<file path="src/hdl/b64d_pkg.sv">
// ----------------------------------------------------------------------------
// b64d_pkg
// Shared types and codes for the base64 stream decoder.
// ----------------------------------------------------------------------------
package b64d_pkg;

    // One input word: a raw character or an end-of-input mark.
    typedef struct packed {
        logic [7:0] ch;
        logic       end_of_input;
    } in_t;

    // One result word.
    typedef struct packed {
        logic [7:0]  data_byte;
        logic [1:0]  status;
        logic [23:0] lines_seen;
    } out_t;

    // Result status codes.
    localparam logic [1:0] ST_BYTE    = 2'd0;
    localparam logic [1:0] ST_CLEAN   = 2'd1;
    localparam logic [1:0] ST_TRUNC   = 2'd2;
    localparam logic [1:0] ST_ILLEGAL = 2'd3;

    localparam logic [23:0] LINE_MAX = 24'hFF_FFFF;

    // Character class as decided by the front end.
    typedef enum logic [2:0] {
        CLS_SEXTET,
        CLS_LF,
        CLS_CR,
        CLS_SPACE,
        CLS_END,
        CLS_BAD
    } cls_t;

    // Classified word passed from the front end to the back end.
    typedef struct packed {
        cls_t       cls;
        logic [5:0] sextet;
    } cls_word_t;

endpackage

</file>
<file path="src/hdl/base64_stream_decoder_unit.sv">
// ----------------------------------------------------------------------------
// base64_stream_decoder_unit
// Streaming base64 decoder with whitespace skipping and line counting.
// ----------------------------------------------------------------------------
//
//   Channel | Ports                      | Word
//   --------+----------------------------+-------------------------------------
//   input   | s_valid, s_ready, s_data   | ch, end_of_input
//   result  | m_valid, m_ready, m_data   | data_byte, status, lines_seen
//
// The decoder takes one character per clock and keeps that pace as long as
// results are taken. The rate is set by the back end, which updates the bit
// accumulator and line count for each word it takes.
// A result reaches m_data by way of the classify register, which loads at the
// accepting edge, then the queue and then the result register.
// Reset (aresetn low at a clock edge) clears the accumulator, the line count,
// the halt flag, the queue and both valid flags.
// A stalled result side fills the result register, then the queue, then the
// classify register, after which s_ready drops; the front keeps accepting
// until all three are full.
//
// The front end classifies each character (sextet, CR, LF, blank, stream
// end, illegal) and computes its six-bit value. Classified words wait in a
// small FIFO. The back end consumes them: sextets shift into the accumulator
// and release a byte whenever eight bits are present, line ends advance a
// saturating counter, a stream end reports a clean or truncated finish, and
// an illegal character reports an error and halts decoding until reset.
// While halted, words are still drained from the queue but produce nothing.
// ----------------------------------------------------------------------------
module base64_stream_decoder_unit #(
    parameter int QUEUE_ADDR_W = 1
) (
    input  logic           aclk,
    input  logic           aresetn,
    input  logic           s_valid,
    output logic           s_ready,
    input  b64d_pkg::in_t  s_data,
    output logic           m_valid,
    input  logic           m_ready,
    output b64d_pkg::out_t m_data
);
    import b64d_pkg::*;

    logic      f_valid;
    logic      f_ready;
    cls_word_t f_word;
    logic      q_valid;
    logic      q_ready;
    cls_word_t q_word;

    b64d_front u_front (
        .aclk    (aclk),
        .aresetn (aresetn),
        .s_valid (s_valid),
        .s_ready (s_ready),
        .s_data  (s_data),
        .f_valid (f_valid),
        .f_ready (f_ready),
        .f_word  (f_word)
    );

    b64d_queue #(
        .ADDR_W (QUEUE_ADDR_W)
    ) u_queue (
        .aclk       (aclk),
        .aresetn    (aresetn),
        .push_valid (f_valid),
        .push_ready (f_ready),
        .push_word  (f_word),
        .pop_valid  (q_valid),
        .pop_ready  (q_ready),
        .pop_word   (q_word)
    );

    b64d_back u_back (
        .aclk    (aclk),
        .aresetn (aresetn),
        .q_valid (q_valid),
        .q_ready (q_ready),
        .q_word  (q_word),
        .m_valid (m_valid),
        .m_ready (m_ready),
        .m_data  (m_data)
    );

endmodule

</file>
<file path="src/hdl/b64d_front.sv">
// ----------------------------------------------------------------------------
// b64d_front
// Accepts input words, classifies each character and registers the result.
// ----------------------------------------------------------------------------
module b64d_front (
    input  logic                aclk,
    input  logic                aresetn,
    input  logic                s_valid,
    output logic                s_ready,
    input  b64d_pkg::in_t       s_data,
    output logic                f_valid,
    input  logic                f_ready,
    output b64d_pkg::cls_word_t f_word
);
    import b64d_pkg::*;

    logic      valid_reg;
    logic      valid_next;
    cls_word_t word_reg;
    cls_word_t word_next;

    function automatic cls_word_t classify(input in_t d);
        cls_word_t w;
        w.cls    = CLS_BAD;
        w.sextet = 6'd0;
        if (d.end_of_input) begin
            w.cls = CLS_END;
        end else if (d.ch >= 8'h41 && d.ch <= 8'h5A) begin
            w.cls    = CLS_SEXTET;
            w.sextet = 6'(d.ch - 8'h41);
        end else if (d.ch >= 8'h61 && d.ch <= 8'h7A) begin
            w.cls    = CLS_SEXTET;
            w.sextet = 6'(d.ch - 8'h61 + 8'd26);
        end else if (d.ch >= 8'h30 && d.ch <= 8'h39) begin
            w.cls    = CLS_SEXTET;
            w.sextet = 6'(d.ch - 8'h30 + 8'd52);
        end else begin
            unique case (d.ch)
                8'h2B:          begin w.cls = CLS_SEXTET; w.sextet = 6'd62; end
                8'h2F:          begin w.cls = CLS_SEXTET; w.sextet = 6'd63; end
                8'h0A:          w.cls = CLS_LF;
                8'h0D:          w.cls = CLS_CR;
                8'h20, 8'h09:   w.cls = CLS_SPACE;
                8'h3D, 8'h3C:   w.cls = CLS_END;
                default:        w.cls = CLS_BAD;
            endcase
        end
        return w;
    endfunction

    // The stage refills whenever its word moves on in the same cycle.
    assign s_ready = !valid_reg || f_ready;
    assign f_valid = valid_reg;
    assign f_word  = word_reg;

    always_comb begin
        valid_next = valid_reg;
        word_next  = word_reg;
        if (s_ready) begin
            valid_next = s_valid;
            word_next  = classify(s_data);
        end
    end

    always_ff @(posedge aclk) begin
        if (!aresetn) begin
            valid_reg <= 1'b0;
        end else begin
            valid_reg <= valid_next;
        end
        word_reg <= word_next;
    end

endmodule

</file>
<file path="src/hdl/b64d_queue.sv">
// ----------------------------------------------------------------------------
// b64d_queue
// Small FIFO of classified words between the front end and the back end.
// ----------------------------------------------------------------------------
module b64d_queue #(
    parameter int ADDR_W = 1
) (
    input  logic                aclk,
    input  logic                aresetn,
    input  logic                push_valid,
    output logic                push_ready,
    input  b64d_pkg::cls_word_t push_word,
    output logic                pop_valid,
    input  logic                pop_ready,
    output b64d_pkg::cls_word_t pop_word
);
    import b64d_pkg::*;

    localparam int DEPTH = 1 << ADDR_W;

    cls_word_t         entry_reg [DEPTH];
    logic [ADDR_W-1:0] wr_ptr_reg;
    logic [ADDR_W-1:0] wr_ptr_next;
    logic [ADDR_W-1:0] rd_ptr_reg;
    logic [ADDR_W-1:0] rd_ptr_next;
    logic [ADDR_W:0]   count_reg;
    logic [ADDR_W:0]   count_next;
    logic              do_push;
    logic              do_pop;

    assign push_ready = (count_reg != (ADDR_W+1)'(DEPTH));
    assign pop_valid  = (count_reg != '0);
    assign pop_word   = entry_reg[rd_ptr_reg];
    assign do_push    = push_valid && push_ready;
    assign do_pop     = pop_valid && pop_ready;

    always_comb begin
        wr_ptr_next = do_push ? wr_ptr_reg + 1'b1 : wr_ptr_reg;
        rd_ptr_next = do_pop  ? rd_ptr_reg + 1'b1 : rd_ptr_reg;
        count_next  = count_reg;
        if (do_push && !do_pop) begin
            count_next = count_reg + 1'b1;
        end else if (do_pop && !do_push) begin
            count_next = count_reg - 1'b1;
        end
    end

    always_ff @(posedge aclk) begin
        if (!aresetn) begin
            wr_ptr_reg <= '0;
            rd_ptr_reg <= '0;
            count_reg  <= '0;
        end else begin
            wr_ptr_reg <= wr_ptr_next;
            rd_ptr_reg <= rd_ptr_next;
            count_reg  <= count_next;
        end
        if (do_push) begin
            entry_reg[wr_ptr_reg] <= push_word;
        end
    end

endmodule

</file>
<file path="src/hdl/b64d_back.sv">
// ----------------------------------------------------------------------------
// b64d_back
// Executes classified words: bit accumulator, line count, halt and results.
// ----------------------------------------------------------------------------
module b64d_back (
    input  logic                aclk,
    input  logic                aresetn,
    input  logic                q_valid,
    output logic                q_ready,
    input  b64d_pkg::cls_word_t q_word,
    output logic                m_valid,
    input  logic                m_ready,
    output b64d_pkg::out_t      m_data
);
    import b64d_pkg::*;

    logic [5:0]  bit_store_reg;
    logic [5:0]  bit_store_next;
    logic [2:0]  bit_count_reg;
    logic [2:0]  bit_count_next;
    logic        after_return_reg;
    logic        after_return_next;
    logic        halted_reg;
    logic        halted_next;
    logic [23:0] line_total_reg;
    logic [23:0] line_total_next;
    logic        out_valid_reg;
    logic        out_valid_next;
    out_t        out_reg;
    out_t        out_next;
    logic [11:0] acc;
    logic        take;
    logic        emit;
    logic [7:0]  emit_byte;
    logic [1:0]  emit_status;
    logic        line_inc;

    // A word is taken only when the result slot is free or draining now.
    assign q_ready = !out_valid_reg || m_ready;
    assign take    = q_valid && q_ready;
    assign acc     = {bit_store_reg, q_word.sextet};
    assign m_valid = out_valid_reg;
    assign m_data  = out_reg;

    always_comb begin
        bit_store_next    = bit_store_reg;
        bit_count_next    = bit_count_reg;
        after_return_next = after_return_reg;
        halted_next       = halted_reg;
        emit              = 1'b0;
        emit_byte         = 8'd0;
        emit_status       = ST_BYTE;
        line_inc          = 1'b0;

        if (take && !halted_reg) begin
            after_return_next = 1'b0;
            unique case (q_word.cls)
                CLS_LF: begin
                    line_inc = !after_return_reg;
                end
                CLS_CR: begin
                    line_inc          = 1'b1;
                    after_return_next = 1'b1;
                end
                CLS_SPACE: begin
                end
                CLS_END: begin
                    emit           = 1'b1;
                    emit_status    = (bit_count_reg != 3'd0 && bit_store_reg != 6'd0)
                                     ? ST_TRUNC : ST_CLEAN;
                    bit_store_next = 6'd0;
                    bit_count_next = 3'd0;
                end
                CLS_BAD: begin
                    emit        = 1'b1;
                    emit_status = ST_ILLEGAL;
                    halted_next = 1'b1;
                end
                CLS_SEXTET: begin
                    unique case (bit_count_reg)
                        3'd0: begin
                            bit_store_next = q_word.sextet;
                            bit_count_next = 3'd6;
                        end
                        3'd2: begin
                            emit           = 1'b1;
                            emit_byte      = acc[7:0];
                            bit_store_next = 6'd0;
                            bit_count_next = 3'd0;
                        end
                        3'd4: begin
                            emit           = 1'b1;
                            emit_byte      = acc[9:2];
                            bit_store_next = {4'd0, acc[1:0]};
                            bit_count_next = 3'd2;
                        end
                        default: begin
                            // Six bits held; odd counts never occur.
                            emit           = 1'b1;
                            emit_byte      = acc[11:4];
                            bit_store_next = {2'd0, acc[3:0]};
                            bit_count_next = 3'd4;
                        end
                    endcase
                end
                default: begin
                end
            endcase
        end

        line_total_next = line_total_reg;
        if (line_inc && line_total_reg != LINE_MAX) begin
            line_total_next = line_total_reg + 24'd1;
        end

        out_next       = out_reg;
        out_valid_next = out_valid_reg && !m_ready;
        if (emit) begin
            out_valid_next      = 1'b1;
            out_next.data_byte  = emit_byte;
            out_next.status     = emit_status;
            out_next.lines_seen = line_total_next;
        end
    end

    always_ff @(posedge aclk) begin
        if (!aresetn) begin
            bit_store_reg    <= 6'd0;
            bit_count_reg    <= 3'd0;
            after_return_reg <= 1'b0;
            halted_reg       <= 1'b0;
            line_total_reg   <= 24'd0;
            out_valid_reg    <= 1'b0;
        end else begin
            bit_store_reg    <= bit_store_next;
            bit_count_reg    <= bit_count_next;
            after_return_reg <= after_return_next;
            halted_reg       <= halted_next;
            line_total_reg   <= line_total_next;
            out_valid_reg    <= out_valid_next;
        end
        out_reg <= out_next;
    end

endmodule

</file>
<file path="config.mk">
export PLATFORM = sky130hd
export DESIGN_NAME = base64_stream_decoder_unit
export DESIGN_NICKNAME = d
export VERILOG_FILES = /design/src/hdl/b64d_pkg.sv /design/src/hdl/base64_stream_decoder_unit.sv /design/src/hdl/b64d_front.sv /design/src/hdl/b64d_queue.sv /design/src/hdl/b64d_back.sv
export SDC_FILE = /design/constraint.sdc
export NUM_CORES = 1
export LEC_CHECK = 0
export ABC_CLOCK_PERIOD_IN_PS = 5900
export BUFFER_PORTS_ARGS = -buffer_cell sky130_fd_sc_hd__buf_2
export CORE_UTILIZATION = 25
export CTS_BUF_LIST = sky130_fd_sc_hd__clkbuf_8
export CTS_CLUSTER_DIAMETER = 50
export DETAILED_ROUTE_END_ITERATION = 8
export PLACE_DENSITY_LB_ADDON = 0.15
export SLEW_MARGIN = 20
export SYNTH_ARGS = -nofsm -noshare
export SYNTH_HDL_FRONTEND = slang
export SYNTH_HIERARCHICAL = 1
export SYNTH_SLANG_ARGS = --single-unit
</file>
<file path="constraint.sdc">
create_clock -name aclk -period 5.9 [get_ports aclk]
set_input_delay 0.59 -clock aclk [delete_from_list [all_inputs] [get_ports aclk]]
set_output_delay 0.59 -clock aclk [all_outputs]
set_load 0.05 [all_outputs]
</file>
# == Word level (Yosys, flattened, before mapping) ==
# Memories as Yosys holds them, arrays and structs flattened. A register that Yosys moved wholly into a read port is not among the register bits.
# Index checks and enable logic that the tools add are counted.
# W data, S select, Z words.
# word_totals
ff_bits,84
mem_bits_rw,18
out_inout_bits,36
elab_cells,110
n_memories,1
# mem_list
name,words,word_bits,read_ports,rd_clocked_by_memory_dff,write_ports,line,source
u_queue.entry_reg,2,9,1,1,1,b64d_queue.sv:21,cls_word_t entry_reg [DEPTH];
# op_classes
add_sub_neg,10
magnitude_cmp,6
n_eq_ne,16
mux,26
n_reduce_logical,35
# op_table
cell,n
$eq A8 B6 Y1 const B,5
$mux W9,3
$add A24 B1 Y24 const B,1
$eq A8 B4 Y1 const B,3
$mux W24,1
$ne A24 B24 Y1 const B,1
$pmux W6 S2,2
$pmux W8 S3,1
$pmux W6 S3,1
$ge A8 B7 Y1 const B,2
$le A8 B7 Y1 const B,2
$pmux W3 S5,1
$sub A6 B6 Y6 const B,2
$logic_and A1 B1 Y1,11
$eq A3 B3 Y1 const B,3
$mux W1,9
$pmux W3 S3,1
$ge A8 B6 Y1 const B,1
$le A8 B6 Y1 const B,1
$reduce_or A2 Y1,4
$logic_not A1 Y1,7
$add A6 B5 Y6 const B,1
$add A6 B6 Y6 const B,1
$eq A3 B2 Y1 const B,2
other kinds (17),27

# == Depth between registers and ports, before layout ==
# depth
word_depth,7
ltp_mapped,8
ltp_nobuf,7

# == Cells and area by module ==
# Netlist, hierarchy kept.
# by_module_without_submodules
mod,n_inst,cells_per_inst,area_per_inst_um2
b64d_back,1,293,3178.0
b64d_front,1,110,1007.2
b64d_queue,1,52,889.6

# == Least setup slack after synthesis ==
# Ideal clock, no wire load.
# synth_path
path_type,register -> register
startpoint,reg with a tool-made name
endpoint,"reg u_back.out_reg, in the netlist u_back/m_data[17] (data pin)"
setup_ps,262
t_arrival_ps,2440
setup_slack_ps,3198
stages_incl_launch_ff,8
synth_period_minus_slack_ps,2702
cell_sequence,dfxtp_1 buf_2 mux2_2 or3b_4 a2111oi_4 o311ai_4 o21a_1 or2_2
# synth_lines
element,line,source
end signal: assignment,b64d_back.sv:142,out_reg <= out_next;
end: declaration,b64d_back.sv:29,out_t out_reg;

==> metrics.yaml <==
run_status:
  outcome: "complete, no violations"
critical_path:
  start_kind: "flop"
  end_kind: "flop"
  critPathRequiredTime_ps: 6030
  path_cells: "mux2_2 -> or3b_4 -> a2111oi_4 -> o311ai_4 -> o21a_1 -> or2_2"
  critPathMaxStageDelay_ps: 820
  critPathSlowestCell: "a2111oi_4"
  crit_type: "reg -> reg"
  critPathMaxFanout: 13
  r2r_setup_slack_ps: 2520
  cp.arrival_ps: 3510
sta:
  max_freq_ghz: 0.296
  hold_violations: 0
  rsz0062_at_grt: "no"
  finalMaxSlewViolations: 0
  period_needed_ps: 3380
  worst_clock_skew_ps: 8.29
  finalSetupViolations: 0
  fin_setup_tns_ps: 0
  period_share: 0.573
  worstMarginPinSlew_ps: 933
  slew-limit-headroom: 0.378
synth:
  synthAdderAreaFrac: 0.0394
  synth_area_um2: 5070
  synth_top_family_by_area: "simple AND/OR/NAND/NOR gates"
  ys_seq_area_frac: 0.523
  ys.flop_type: "edfxtp_1"
  synth-xor-area-share: 0.0466
  syn-mean-instance-area_um2: 11.2
  synth_cell_types: 63
  synthTopCellsByArea: "edfxtp_1, dfxtp_1, ha_1"
  yosys.area_share.simple: 0.193
  synthArstFlopShare: 0
  synth_top_area_frac: 0.361
  syn_inst: 455
  yosysTopAreaCell: "edfxtp_1"
  synth-compound-area-share: 0.126
  ys_warn_count: 6
  synth_edf_count: 61
  synthMuxAreaShare: 0.0454
  synthesis.nets: 484
  synth_seq_cells: 102
floorplanning:
  top_level_ports: 49
  start_util: 0.258
  core_area_um2: 19700
  dieWidth_um: 144
  rows: 51
  die_h_um: 144
  dieArea_um2: 20900
run:
  maxCapViolations: 0
routing:
  first_pass_iters: 4
  drc: 0
  wl_per_cell_um: 13.4
  drt_iter0_drc: 226
  num_vias: 3459
  ant_nets: 0
  routed_wl_um: 10300
  via_per_inst: 4.51
cts:
  cts_hold_buf: 0
  cts.sinks: 102
  cts_resized: 0
  root_buffer: "clkbuf_8"
  clock_path_buffers: 2
  cts.reportedPaths.clkPinSlew_ps: 90
  post_cts_buffers: 0
  cts_tree: "yes"
  htree_levels: 3
  clk_latency_ps: 380
  numCtsBuffers: 9
placement:
  place.gp.congestion: 0.793
  port_buffers: 48
  dpl_cell_area_um2: 5570
  hpwl_um: 7180
global_route:
  grt_pass1_wl_um: 16700
  first_global_vias: 3266
  grtUsageMet2: 0.153
  grt_max_degree: 49
  antenna_found_initial: 0
  track_usage: 0.104
  grtUsageMet3: 0.0159
  use_met1: 0.147
  top_usage_layer: "met2"
  overflow: 0
layout:
  ff_latch_area_um2: 2650
  antenna_cells: 0
  multi_input_area_um2: 2290
  nets: 526
  post_route_cells_drive_above_1_share: 0.173
  stdcell_area_um2: 5730
  largest_reg_flops: 34
  utilization: 0.292
  syn_to_final_growth_pct: 12.9
  n_fill_cell: 2123
power_and_ir_drop:
  peakVddDrop_uv: 92.8
  powerDensity_nw_per_um2: 313
  leakagePower_nw: 2.08
hold_path:
  min_path_type: "reg -> reg"
-- where the power goes --
part | internal [mW] | switching, mW
Sequential | 0.860 | 0.0434
Combinational | 0.151 | 0.358
Clock | 0.147 | 0.236
-- cells in the final DEF, fill, tap and decap left out, types with 5 or more instances in the layout --
cell type,count
buf_2,48
and3_1,9
ha_1,16
xor2_1,12
mux2i_1,8
a221o_1,8
a21boi_0,11
clkbuf_8,9
a21oi_1,13
mux2_2,12
nand2b_1,18
nor2_1,26
nor2b_1,5
nand3_1,14
dfxtp_1,41
nand2_1,36
o21ai_0,16
inv_1,16
nor3_1,10
o211ai_1,7
and2_1,20
edfxtp_1,61
xnor2_1,15
-- cells by family after synthesis --
kind of cell,count (synthesis)
AND/OR/NAND/NOR,172
XOR/XNOR,27
adder cells (fa/ha/maj),16
AO/OA/AOI/OAI,85
flip-flops,102
multiplexers,21
buffers and inverters,32
-- cell usage after synthesis (13+ instances only) --
library cell and instances:
nor2_1 26, nand2_1 36, nand2b_1 18, and2_1 20, a21oi_1 13, nand3_1 14
o21ai_0 16, edfxtp_1 61, ha_1 16, xnor2_1 15, dfxtp_1 41, inv_1 14
-- through the flow --
step                hold WS [ps]  worst slack, ps  power (mW)  instances
global placement             429             2590        1.43        751
global route                 468             2320        1.90        767
finish                       453             2520        1.80        767
floorplan                    421             3200        1.32        455
CTS                          454             2490        1.83        767
detailed placement           434             2500        1.44        751
-- cell type report --
cell class,instances,area share
sequential,102,0.463
tap,265,0.0579
inverter,14,0.00917
clock inverter,7,0.00611
timing repair buffer,49,0.0432
clock buffer,9,0.0216
multi-input combinational,321,0.399
-- worst max-delay path: cells and delay by family (launching register included) --
kind	cells	cell delay, ps
simple gates	2	690
mux	1	440
compound gates	3	1460
flops	1	550
-- routing by layer --
layer / share of wire / vias to the layer above
li1: - / 1742
met1: 0.52 / 1635
met2: 0.42 / 68
met3: 0.031 / 14
met4: 0.023 / 0
met5: 0 / -
-- worst paths after layout --
path / from / endpoint / depth (start not counted)
worst min-delay path: u_front/f_word[3]$_SDFFCE_PP0P_ / u_queue/entry_reg[0][3]$_DFFE_PP_ / 0
worst max register to register: flop / u_back/m_data[17]$_DFFE_PP_ / 6
worst max-delay path: flop / u_back/m_data[17]$_DFFE_PP_ / 6
worst min register to register: u_front/f_word[3]$_SDFFCE_PP0P_ / u_queue/entry_reg[0][3]$_DFFE_PP_ / 0
Power figures use the tool's default switching activity.
